File: src/rtl/hse_pkg.sv
// ----------------------------------------------------------------------------
// hse_pkg
// Types, constants and round functions shared by the HMAC-SHA-256 engine.
// ----------------------------------------------------------------------------
package hse_pkg;

	localparam int unsigned KeyWords = 8;
	localparam logic [60:0] CntMax = {61{1'b1}};
	localparam logic [31:0] Ipad4 = 32'h36363636;
	localparam logic [31:0] Opad4 = 32'h5c5c5c5c;

	typedef struct packed {
		logic [7:0] message_byte;
		logic       byte_present;
		logic       last_byte;
	} in_item_t;

	typedef struct packed {
		logic [63:0] mac_word_0;
		logic [63:0] mac_word_1;
		logic [63:0] mac_word_2;
		logic [63:0] mac_word_3;
	} out_item_t;

	// block source selection for a compression
	typedef enum logic [1:0] {
		SRC_BUF,
		SRC_IPAD,
		SRC_OPAD,
		SRC_DIGEST
	} blk_src_t;

	typedef enum logic [3:0] {
		ST_IDLE,
		ST_IKEY,
		ST_ABSORB,
		ST_MSGBLK,
		ST_PAD,
		ST_PAD1,
		ST_LEN,
		ST_OKEY,
		ST_OUTER,
		ST_EMIT
	} state_t;

	typedef struct packed {
		logic     start;     // begin compression
		blk_src_t src;
		logic     reset_cv;  // load initial hash values
		logic     put_byte;  // write in_byte at position
		logic     put_pad;   // write 0x80 and clear rest
		logic     clr_buf;
		logic     put_len;
		logic     save_dig;
		logic     cnt_inc;
		logic     cnt_clr;
	} dp_cmd_t;

	typedef struct packed {
		logic        busy;
		logic [60:0] cnt;
	} dp_sts_t;

	localparam logic [31:0] Iv [8] = '{
		32'h6a09e667, 32'hbb67ae85, 32'h3c6ef372, 32'ha54ff53a,
		32'h510e527f, 32'h9b05688c, 32'h1f83d9ab, 32'h5be0cd19
	};

	localparam logic [31:0] Rc [64] = '{
		32'h428a2f98, 32'h71374491, 32'hb5c0fbcf, 32'he9b5dba5,
		32'h3956c25b, 32'h59f111f1, 32'h923f82a4, 32'hab1c5ed5,
		32'hd807aa98, 32'h12835b01, 32'h243185be, 32'h550c7dc3,
		32'h72be5d74, 32'h80deb1fe, 32'h9bdc06a7, 32'hc19bf174,
		32'he49b69c1, 32'hefbe4786, 32'h0fc19dc6, 32'h240ca1cc,
		32'h2de92c6f, 32'h4a7484aa, 32'h5cb0a9dc, 32'h76f988da,
		32'h983e5152, 32'ha831c66d, 32'hb00327c8, 32'hbf597fc7,
		32'hc6e00bf3, 32'hd5a79147, 32'h06ca6351, 32'h14292967,
		32'h27b70a85, 32'h2e1b2138, 32'h4d2c6dfc, 32'h53380d13,
		32'h650a7354, 32'h766a0abb, 32'h81c2c92e, 32'h92722c85,
		32'ha2bfe8a1, 32'ha81a664b, 32'hc24b8b70, 32'hc76c51a3,
		32'hd192e819, 32'hd6990624, 32'hf40e3585, 32'h106aa070,
		32'h19a4c116, 32'h1e376c08, 32'h2748774c, 32'h34b0bcb5,
		32'h391c0cb3, 32'h4ed8aa4a, 32'h5b9cca4f, 32'h682e6ff3,
		32'h748f82ee, 32'h78a5636f, 32'h84c87814, 32'h8cc70208,
		32'h90befffa, 32'ha4506ceb, 32'hbef9a3f7, 32'hc67178f2
	};

	function automatic logic [31:0] rotr(input logic [31:0] x, input int unsigned n);
		rotr = (x >> n) | (x << (32 - n));
	endfunction

endpackage

File: src/rtl/hse_ctrl.sv
// ----------------------------------------------------------------------------
// hse_ctrl
// Sequencer for key blocks, message blocks, padding and output handshake.
// ----------------------------------------------------------------------------
module hse_ctrl (
	input  logic                 clk,
	input  logic                 arst_n,
	input  logic                 in_valid,
	output logic                 in_ready,
	input  hse_pkg::in_item_t    in_item,
	output logic                 out_valid,
	input  logic                 out_ready,
	input  hse_pkg::dp_sts_t     sts,
	output hse_pkg::dp_cmd_t     cmd
);

	hse_pkg::state_t state_q, state_d;
	logic kdone_q, kdone_d, last_q, last_d;
	logic [5:0] pos;

	assign pos = sts.cnt[5:0];

	always_ff @(posedge clk or negedge arst_n) begin
		if (!arst_n) begin
			state_q <= hse_pkg::ST_IDLE;
			kdone_q <= 1'b0;
			last_q  <= 1'b0;
		end else begin
			state_q <= state_d;
			kdone_q <= kdone_d;
			last_q  <= last_d;
		end
	end

	always_comb begin
		state_d = state_q;
		kdone_d = kdone_q;
		last_d  = last_q;
		cmd = '0;
		cmd.src = hse_pkg::SRC_BUF;
		in_ready = 1'b0;
		out_valid = 1'b0;
		unique case (state_q)
			hse_pkg::ST_IDLE: begin
				if (in_valid) begin
					if (!kdone_q) begin
						cmd.start = 1'b1;
						cmd.src = hse_pkg::SRC_IPAD;
						kdone_d = 1'b1;
						state_d = hse_pkg::ST_IKEY;
					end else begin
						in_ready = 1'b1;
						last_d = in_item.last_byte;
						if (in_item.byte_present && sts.cnt != hse_pkg::CntMax) begin
							cmd.put_byte = 1'b1;
							cmd.cnt_inc = 1'b1;
							state_d = (pos == 6'd63) ? hse_pkg::ST_MSGBLK
								: (in_item.last_byte ? hse_pkg::ST_PAD : hse_pkg::ST_IDLE);
						end else if (in_item.last_byte) begin
							state_d = hse_pkg::ST_PAD;
						end
					end
				end
			end
			hse_pkg::ST_IKEY: begin
				if (!sts.busy) state_d = hse_pkg::ST_IDLE;
			end
			hse_pkg::ST_MSGBLK: begin
				cmd.start = 1'b1;
				state_d = hse_pkg::ST_ABSORB;
			end
			hse_pkg::ST_ABSORB: begin
				if (!sts.busy) state_d = last_q ? hse_pkg::ST_PAD : hse_pkg::ST_IDLE;
			end
			hse_pkg::ST_PAD: begin
				cmd.put_pad = 1'b1;
				state_d = (pos >= 6'd56) ? hse_pkg::ST_PAD1 : hse_pkg::ST_LEN;
				if (pos >= 6'd56) cmd.start = 1'b0;
			end
			hse_pkg::ST_PAD1: begin
				if (!sts.busy && !last_q) begin
					cmd.clr_buf = 1'b1;
					state_d = hse_pkg::ST_LEN;
				end else if (last_q) begin
					cmd.start = 1'b1;
					last_d = 1'b0;
				end
			end
			hse_pkg::ST_LEN: begin
				if (!sts.busy) begin
					cmd.put_len = 1'b1;
					state_d = hse_pkg::ST_OKEY;
					last_d = 1'b1;
				end
			end
			hse_pkg::ST_OKEY: begin
				if (!sts.busy) begin
					if (last_q) begin
						cmd.start = 1'b1;
						last_d = 1'b0;
					end else begin
						cmd.save_dig = 1'b1;
						cmd.reset_cv = 1'b1;
						state_d = hse_pkg::ST_OUTER;
					end
				end
			end
			hse_pkg::ST_OUTER: begin
				if (!sts.busy) begin
					if (!last_q) begin
						cmd.start = 1'b1;
						cmd.src = hse_pkg::SRC_OPAD;
						last_d = 1'b1;
					end else begin
						cmd.start = 1'b1;
						cmd.src = hse_pkg::SRC_DIGEST;
						last_d = 1'b0;
						state_d = hse_pkg::ST_EMIT;
					end
				end
			end
			hse_pkg::ST_EMIT: begin
				out_valid = !sts.busy;
				if (!sts.busy && out_ready) begin
					cmd.reset_cv = 1'b1;
					cmd.cnt_clr = 1'b1;
					kdone_d = 1'b0;
					state_d = hse_pkg::ST_IDLE;
				end
			end
			default: state_d = hse_pkg::ST_IDLE;
		endcase
	end

	a_rdy: assert property (@(posedge clk) disable iff (!arst_n)
		in_ready |-> state_q == hse_pkg::ST_IDLE && kdone_q)
		else $error("input taken before key block");
	a_out: assert property (@(posedge clk) disable iff (!arst_n)
		out_valid |-> !sts.busy)
		else $error("result shown during compression");
	a_excl: assert property (@(posedge clk) disable iff (!arst_n)
		!(in_ready && out_valid))
		else $error("input and output at once");

endmodule

File: config.mk
export PLATFORM = sky130hd
export DESIGN_NAME = hse_ctrl
export DESIGN_NICKNAME = d
export VERILOG_FILES = /design/src/rtl/hse_pkg.sv /design/src/rtl/hse_ctrl.sv
export SDC_FILE = /design/constraint.sdc
export NUM_CORES = 1
export LEC_CHECK = 0
export ABC_AREA = 1
export ABC_CLOCK_PERIOD_IN_PS = 1450
export CORE_MARGIN = 1
export CORE_UTILIZATION = 56
export DETAILED_ROUTE_END_ITERATION = 10
export DONT_BUFFER_PORTS = 1
export GPL_ROUTABILITY_DRIVEN = 0
export GPL_TIMING_DRIVEN = 0
export PLACE_DENSITY = 0.74
export SYNTH_ARGS = -nofsm -noshare
export SYNTH_HDL_FRONTEND = slang
export SYNTH_SLANG_ARGS = --single-unit
File: constraint.sdc
create_clock -name clk -period 1.45 [get_ports clk]
set_input_delay 0 -clock clk [delete_from_list [all_inputs] [get_ports clk]]
set_output_delay 0 -clock clk [all_outputs]
set_load 0.03 [all_outputs]
Word level (Yosys, flattened, before mapping)
Index checks and enable logic that the tools add are counted.

Memory bits (writable): 0. Bits in read-only memories: 0. Register bits: 6. Word-level logic and storage cells: 95. Bits in latches: 0. Output and inout port bits: 13. Bits of input ports: 76. Memories: 0.

$add $sub $neg: 0. Divide/modulo/power cells: 0. Bitwise operators: 0. Muxes and demuxes: 56. Shifts and indexed selects: 0. Equality and inequality tests: 24. Multiply operators: 0. Order comparisons: 1. Reduce and logical (&&, ||, !) cells: 11.

Operator list (count): 61-bit inequality test, second input constant (1); 4-bit 2-to-1 mux (13); 4-bit case mux with 10 select lines (1); 1-bit 2-to-1 mux (30); 2-bit inequality test, second input constant (12); 3-bit 2-to-1 mux (6); 4-bit by 3-bit equality test with 1-bit output, second input constant (4); 11-bit AND reduction (1); 1-bit case mux with 5 select lines (2); 4-bit by 2-bit equality test with 1-bit output, second input constant (2); 4-bit equality test, second input constant (2); 7-bit AND reduction (1); 6-bit equality test, second input constant (1); 6-bit greater-or-equal comparator, second input constant (1); 5-bit nonzero test (1); 4-bit by 1-bit equality test with 1-bit output, second input constant (1); 4-bit logical NOT (1); 4-bit inequality test, second input constant (1); 1-bit case mux with 2 select lines (2); 2-bit case mux with 2 select lines (1); 1-bit logical AND (3); 3-bit AND reduction (1); 1-bit logical NOT (2); 2-bit 2-to-1 mux (1); 2-bit nonzero test (1).

Depth between registers and ports, before layout
Gate-level depths: netlist of run 1.

Depth in word-level cells: 6. Mapped depth: 14. Gate-level depth less buffers: 13.

Least setup slack after synthesis of run 1
OpenSTA, ideal clock, no wires.

Path kind: flip-flop to output port. Start: reg state_q[3]. End: out cmd[6] in the netlist's numbering. Data required time: 1450 ps. Stages on the path, launching flop included: 8. Path buffers: 2. Slack: -483 ps. Arrival: 1933 ps. Path through: dfrtp_1 -> buf_4 -> nor2_2 -> nand2_4 -> nor2_4 -> inv_2 -> nor3_1 -> buf_4.

RTL lines: start, declared (RTL line hse_ctrl.sv:17) `hse_pkg::state_t state_q, state_d;`; start signal, assigned (RTL line hse_ctrl.sv:25) `state_q <= hse_pkg::ST_IDLE;`; start signal, assigned (RTL line hse_ctrl.sv:29) `state_q <= state_d;`; end, declared (RTL line hse_ctrl.sv:14) `output hse_pkg::dp_cmd_t cmd`.

==> results.sh, run 1 <==
export IMPL_route_detailed_vias_per_inst=5.976
export IMPL_synth_main_ff_cell="sky130_fd_sc_hd__dfrtp_1"
export IMPL_critPathRequiredTime_ps=1450
export IMPL_detailed_place_hpwl_um=1940
export IMPL_wire_per_inst_um=13.61
export IMPL_grt_start_max_net_pins=9
export IMPL_timing_max_cap_violations=0
export IMPL_maxSlewHeadroom_pct=63.63
export IMPL_finalCritPeriodShare_pct=113.8
export IMPL_cp_max_fo=4
export IMPL_cts_root_buffer="sky130_fd_sc_hd__clkbuf_4"
export IMPL_clkSinkCount=6
export IMPL_critical_path_most_common_cell="sky130_fd_sc_hd__nor2_4"
export IMPL_timing_critical_path_slowest_cell_delay_ps=430
export IMPL_post_synth_top_count_cell="sky130_fd_sc_hd__nand2_1"
export IMPL_hold_path_endpoint="state_q[1]$_DFFE_PN0P_"
export IMPL_critPathTopFamily="simple AND/OR/NAND/NOR gates"
export IMPL_type_of_the_worst_min_delay_path="input port to flop"
export IMPL_synth_cells=175
export IMPL_worst_r2r_setup_slack_ps=-160
export IMPL_fin_util_pct=80.03
export IMPL_syn_nets=251
export IMPL_fp_dieArea_um2=1853
export IMPL_detail_route_drc_violations=0
export IMPL_grt_first_pass_wirelength_um=4367
export IMPL_final_max_slew_viol_count=0
export IMPL_cts_htree_levels=1
export IMPL_initial_core_util_pct=61.20
export IMPL_core_area_um2=1541
export IMPL_num_rows=14
export IMPL_route_vias_total=1231
export IMPL_antenna_diode_count=0
export IMPL_synth_seq_area_share_pct=15.92
export IMPL_critical_path_slowest_cell="sky130_fd_sc_hd__dfrtp_2"
export IMPL_timing_critical_path_from_type="flop"
export IMPL_hold_path_depth=4
export IMPL_grt_antenna_before_repair=0
export IMPL_setup_worst_path_class="flop to output port"
export IMPL_synthDominantCellAreaShare_pct=23.87
export IMPL_final_setup_skew_ps=0.1575
export IMPL_critPathCaptureType="output port"
export IMPL_route_antenna_remaining_nets=0
export IMPL_mappedNetlistArea_um2=943.4
export IMPL_path_buf_inv=2
export IMPL_area_growth_pct=30.77
export IMPL_drt_total_wl_um=2803
export IMPL_min_period_ps=1650
export IMPL_number_of_enable_flip_flop_cells_after_synthesis=0
export IMPL_firstDrtPassIters=4
export IMPL_report_final_hold_viol_count=0
export IMPL_die_height_um=43.05
export IMPL_rr_startpoint="state_q[0]$_DFFE_PN0P_"
export IMPL_cts_buffers_inserted=3
export IMPL_rr_endpoint="state_q[0]$_DFFE_PN0P_"
export IMPL_r2r_worst_path_cells=10
export IMPL_share_of_synthesized_flip_flops_with_an_asynchronous_set_or_reset_pct=100.0
export IMPL_fmax_mhz=605.9
export IMPL_synth_warnings=0
export IMPL_vdd_ir_drop_max_v=0.001292
export IMPL_postSynthAreaPerCell_um2=5.391
export IMPL_detail_route_iter0_violations=27
export IMPL_clkTransAtPathRegs_ps=40
export IMPL_postLayoutSetupSlackWorst_ps=-200.3
export IMPL_floorplan_die_width_um=43.05
export IMPL_final_layout_size_suffix_gt1_share_pct=33.16
export IMPL_via_count_of_the_first_global_routing_pass=1133
export IMPL_critical_path_arrival_ps=1650
export IMPL_netlist_top_cells_count="sky130_fd_sc_hd__nand2_1 (60), sky130_fd_sc_hd__nor2_1 (23), sky130_fd_sc_hd__inv_1 (22)"
export IMPL_tritoncts="yes"
export IMPL_cts_buffer_depth=2
export IMPL_ioPinCount=89
export IMPL_setup_viol=11
export IMPL_hp_start="in_item[1]"
export IMPL_place_port_buffers=0
export IMPL_violations="negative setup slack"
export IMPL_outcome="finished, violations left"
export IMPL_tns_ps=-1172
export IMPL_clk_insertion_delay_late_ps=230
export IMPL_power_per_cell_area_nw_per_um2=1814
export IMPL_worst_pin_slew_ps=543.6
export IMPL_crit_path_cell_trace="nor2_4 > nand2_4 > nor2_4 > inv_2 > nor3_4 > buf_6"
export IMPL_final_nets=268
export IMPL_ys_top_cells_by_area="sky130_fd_sc_hd__nand2_1 (24%), sky130_fd_sc_hd__dfrtp_1 (16%), sky130_fd_sc_hd__nor2_1 (9.2%)"
export IMPL_synth_lib_cells_used_distinct=27
export IMPL_grt_use_total_pct=30.11
export IMPL_p_leak_uw=0.0006360
export IMPL_synth_ff_latch_count=6
export IMPL_synth_largest_area_cell="sky130_fd_sc_hd__nand2_1"
export IMPL_final_global_route_overflow_total=0
export IMPL_grt_setup_unrepaired="yes"
[flip-flops by register name (all words and copies together), names as in the netlist]
register  count
kdone_q       1
last_q        1
state_q       4
[layout make-up]
cell class / instances / area [µm²]
Buffer: 3 / 27.53
Clock buffer: 3 / 22.52
Fill cell: 113 / 307.8
Inverter: 31 / 118.9
Multi-Input combinational cell: 135 / 785.8
Sequential cell: 6 / 153.9
Tap cell: 16 / 20.02
Timing Repair Buffer: 12 / 105.1
[cell families after synthesis]
kind of cell / after synthesis / share of synthesized area [%]
AOI/OAI and AO/OA: 13 / 8.753
buffers and inverters: 34 / 14.72
DFF: 6 / 15.91
and+or+nand+nor: 122 / 60.61
[how the worst max path moves through the flow]
| stage | slack [ps] | depth (start not counted) | start | end |
|---|---|---|---|---|
| 6_report | -200 | 6 | state_q[0]$_DFFE_PN0P_ | cmd[6] |
| 5_1_grt | -260 | 6 | state_q[1]$_DFFE_PN0P_ | cmd[6] |
| 4_1_cts | -190 | 7 | state_q[3]$_DFFE_PN0P_ | cmd[6] |
| 3_5_place_dp | -160 | 6 | state_q[1]$_DFFE_PN0P_ | cmd[6] |
| 3_3_place_gp | -170 | 6 | state_q[1]$_DFFE_PN0P_ | cmd[6] |
| 2_1_floorplan | -30 | 7 | state_q[3]$_DFFE_PN0P_ | cmd[6] |
[power breakdown]
group	internal [µW]	switching (µW)
registers	241	95.8
logic	681	1080
clock network	92.9	49.7
[worst reg2reg max path, stage by stage, from the launching register on]
cell,delay (ps)
sky130_fd_sc_hd__dfrtp_2,430
sky130_fd_sc_hd__nor2_4,180
sky130_fd_sc_hd__buf_12,130
sky130_fd_sc_hd__buf_4,90
sky130_fd_sc_hd__buf_4,90
sky130_fd_sc_hd__nand4_1,130
sky130_fd_sc_hd__o21ai_1,220
sky130_fd_sc_hd__nor3_1,90
sky130_fd_sc_hd__nand2_1,70
sky130_fd_sc_hd__nand2_1,50
sky130_fd_sc_hd__nand2_1,60
[metal layers]
metal / part of all wire, % / vias to the layer above / GRT usage, %
met5: 0 / - / 0
met4: 2.1 / 0 / 10.91
met3: 7.5 / 10 / 1.702
met2: 52 / 83 / 53.64
met1: 38 / 555 / 38.03
li1: - / 583 / -
[what timing repair did]
item	4_1_cts	5_1_grt
hold buffers	1	0
endpoints found under the hold margin	6	0
resized for setup	19	16
setup buffers	10	1
setup endpoints to repair	15	15
pin swaps	8	7
gates cloned	0	0
[per-stage QoR]
step                setup WS (ps)  instances  hold WS [ps]  cell area (µm²)  power (µW)
floorplan                  -32.69        175        -295.6            962.2        1310
global placement           -165.1        191        -295.5            982.2        1464
detailed placement         -165.0        191        -295.5            982.2        1487
CTS                        -190.3        205         15.60             1176        2043
global route               -258.0        206         38.36             1234        2391
finish                     -200.3        206         18.21             1234        2238
[cell usage in the layout, fill, tap and decap left out, types with 2 or more instances in the layout]
cell type,instances
sky130_fd_sc_hd__buf_4,10
sky130_fd_sc_hd__nand3_4,2
sky130_fd_sc_hd__inv_2,10
sky130_fd_sc_hd__nand4_1,10
sky130_fd_sc_hd__clkbuf_4,3
sky130_fd_sc_hd__inv_1,19
sky130_fd_sc_hd__o21ai_2,2
sky130_fd_sc_hd__o21ai_0,3
sky130_fd_sc_hd__nor2_4,8
sky130_fd_sc_hd__nor2_1,15
sky130_fd_sc_hd__nand2_4,2
sky130_fd_sc_hd__dfrtp_2,3
sky130_fd_sc_hd__a21oi_1,2
sky130_fd_sc_hd__nand2_1,59
sky130_fd_sc_hd__nor2_2,5
sky130_fd_sc_hd__buf_6,2
sky130_fd_sc_hd__nand3_1,5
sky130_fd_sc_hd__dfrtp_1,3
sky130_fd_sc_hd__nor3_1,5
sky130_fd_sc_hd__nand2_2,6
sky130_fd_sc_hd__nor3_2,2
Note: power is estimated with default switching activity, not from simulation.
==> run 2, diff against run 1 <==
BUFFER_PORTS_ARGS = -buffer_cell sky130_fd_sc_hd__buf_2   (was unset)
CORE_ASPECT_RATIO = 0.75   (was unset)
CORE_UTILIZATION = 33   (was 56)
DONT_BUFFER_PORTS = unset   (was 1)
PLACE_DENSITY = 0.76   (was 0.74)
==> run 2 against run 1 <==
The run still ends with negative setup slack left; critical endpoint is now cmd[10]; die area grew 66%; total power is 11% higher; routed wire length up 17%; clock skew rose by 1.9 ps.
==> results.sh, run 2 (synthesis results as in run 1) <==
export IMPL_outcome="finished, violations left"
export IMPL_violations="negative setup slack"
export IMPL_wire_per_inst_um=10.66
export IMPL_place_port_buffers=79
export IMPL_final_cell_area_um2=1713
export IMPL_timing_critical_path_from_type="flop"
export IMPL_p_leak_uw=0.001002
export IMPL_report_final_hold_viol_count=0
export IMPL_num_rows=16
export IMPL_route_detailed_vias_per_inst=4.636
export IMPL_grt_setup_unrepaired="yes"
export IMPL_drt_total_wl_um=3282
export IMPL_fillerInstances=276
export IMPL_route_vias_total=1428
export IMPL_core_area_um2=2663
export IMPL_ioPinCount=89
export IMPL_via_count_of_the_first_global_routing_pass=1260
export IMPL_antenna_diode_count=0
export IMPL_intPower_uw=1223
export IMPL_postPlaceCellArea_um2=1403
export IMPL_registers_top_by_ff_count="state_q"
export IMPL_clkSinkCount=6
export IMPL_final_nets=350
export IMPL_multi_input_area_um2=774.5
export IMPL_grt_antenna_before_repair=0
export IMPL_p_comb_share_pct=76.0
export IMPL_cts_root_buffer="sky130_fd_sc_hd__clkbuf_8"
export IMPL_register_area_um2=155.1
export IMPL_route_antenna_remaining_nets=0
export IMPL_type_of_the_worst_min_delay_path="input port to async pin"
export IMPL_grt_first_pass_wirelength_um=5244
export IMPL_initial_core_util_pct=35.43
export IMPL_detail_route_drc_violations=0
export IMPL_place_worst_setup_slack_ps=-184.4
export IMPL_cts_buffer_depth=2
export IMPL_detail_route_iter0_violations=68
export IMPL_clkTransAtPathRegs_ps=40
export IMPL_worst_pin_slew_ps=404.3
export IMPL_layout_common_cells="sky130_fd_sc_hd__buf_2 (71), sky130_fd_sc_hd__nand2_1 (57), sky130_fd_sc_hd__inv_1 (20), sky130_fd_sc_hd__buf_4 (20), sky130_fd_sc_hd__nor2_1 (18)"
export IMPL_pwr_share_clk_pct=9.9
export IMPL_critical_path_arrival_ps=1570
export IMPL_fmax_mhz=637.9
export IMPL_p_sw_uw=1266
export IMPL_timing_max_cap_violations=0
export IMPL_cts_htree_levels=1
export IMPL_postLayoutSetupSlackWorst_ps=-117.5
export IMPL_fp_dieArea_um2=3079
export IMPL_die_height_um=48.31
export IMPL_top_regs="state_q (4), kdone_q (1), last_q (1)"
export IMPL_area_growth_pct=81.56
export IMPL_grt_start_max_net_pins=9
export IMPL_vdd_ir_drop_max_v=0.0006526
export IMPL_firstDrtPassIters=4
export IMPL_final_setup_skew_ps=2.093
export IMPL_setup_viol=9
export IMPL_cts_buffers_inserted=3
export IMPL_share_seq_of_total_power_pct=14.1
export IMPL_fin_util_pct=64.33
export IMPL_tritoncts="yes"
export IMPL_mostFrequentLayoutCell="sky130_fd_sc_hd__buf_2"
export IMPL_detailed_place_hpwl_um=2552
export IMPL_largest_reg_flops=4
export IMPL_power_per_cell_area_nw_per_um2=1453
export IMPL_critPathRequiredTime_ps=1450
export IMPL_critPathCaptureType="output port"
export IMPL_grt_use_total_pct=21.05
export IMPL_final_layout_size_suffix_gt1_share_pct=52.21
export IMPL_final_global_route_overflow_total=0
export IMPL_fin_total_pwr_uw=2489
export IMPL_setup_worst_path_class="flop to output port"
export IMPL_clk_insertion_delay_late_ps=220
export IMPL_floorplan_die_width_um=63.74
export IMPL_min_period_ps=1568
export IMPL_finalCritPeriodShare_pct=108.1
export IMPL_maxSlewHeadroom_pct=72.84
export IMPL_final_max_slew_viol_count=0
export IMPL_netSwitchingFraction_pct=50.86
export IMPL_cp_max_fo=4
export IMPL_worst_hold_slack_ps=143.0
run 2: cell types whose count changed in the layout (fill, tap and decap cells not counted), moves of 3 or more:
cell,previous run,this run
sky130_fd_sc_hd__buf_6,2,5
sky130_fd_sc_hd__nand2_2,6,3
sky130_fd_sc_hd__inv_2,10,6
sky130_fd_sc_hd__nand2_4,2,7
sky130_fd_sc_hd__clkbuf_4,3,0
sky130_fd_sc_hd__buf_4,10,20
sky130_fd_sc_hd__buf_2,1,71
sky130_fd_sc_hd__clkbuf_8,0,3
sky130_fd_sc_hd__nor2_1,15,18
run 2: routing by layer:
layer,global-route usage [%],up-vias,part of all wire (%)
met5,0,-,0
met2,35.46,60,48
met4,3.030,0,0.34
li1,-,750,-
met3,4.245,2,6.2
met1,28.18,616,45
run 2: worst paths after layout:
kind	slack, ps	start	end	depth (start not counted)
max	-120	state_q[1]$_DFFE_PN0P_	cmd[10]	6
max in group asynchronous	1150	arst_n	state_q[1]$_DFFE_PN0P_	2
min in group clk	160	in_item[1]	state_q[1]$_DFFE_PN0P_	5
min	140	arst_n	last_q$_DFFE_PN0P_	2
min reg2reg	570	state_q[1]$_DFFE_PN0P_	state_q[1]$_DFFE_PN0P_	2
max reg2reg	-90	state_q[2]$_DFFE_PN0P_	state_q[3]$_DFFE_PN0P_	9
run 2: worst max-delay path: stages (launching register included):
cell and delay (ps):
sky130_fd_sc_hd__dfrtp_2 430, sky130_fd_sc_hd__nand2_1 130, sky130_fd_sc_hd__clkinv_2 90, sky130_fd_sc_hd__nand2_4 80, sky130_fd_sc_hd__nor2_1 60, sky130_fd_sc_hd__a2111o_1 390
sky130_fd_sc_hd__buf_6 150
run 2: final cells by class:
cell class | instances | area share, %
timing repair buffer | 95 | 32.65
buffer | 2 | 0.7305
multi-input combinational | 135 | 45.22
clock buffer | 3 | 2.411
tap | 36 | 2.630
sequential | 6 | 9.058
inverter | 31 | 7.305
run 2: repair_timing:
| item | in CTS | in global routing |
|---|---|---|
| setup buffers | 9 | 6 |
| pin swaps | 7 | 12 |
| resized for setup | 22 | 26 |
| hold buffers | 1 | 0 |
| setup endpoints to repair | 12 | 16 |
| hold endpoints to repair | 6 | 0 |
| cloned | 0 | 0 |
run 2: power by group through the flow:
stage / logic, µW / registers (µW) / clock network, µW
6_report: 1890 / 350 / 247
5_1_grt: 2050 / 360 / 274
4_1_cts: 1620 / 324 / 248
3_5_place_dp: 1330 / 313 / 0
3_3_place_gp: 1310 / 316 / 0
2_1_floorplan: 1010 / 296 / 0
run 2: through the flow:
stage	std cells	TNS [ps]
3_3_place_gp	290	-1028
2_1_floorplan	175	-32.69
4_1_cts	303	-462.2
5_1_grt	308	-1446
3_5_place_dp	290	-1085
6_report	308	-662.8
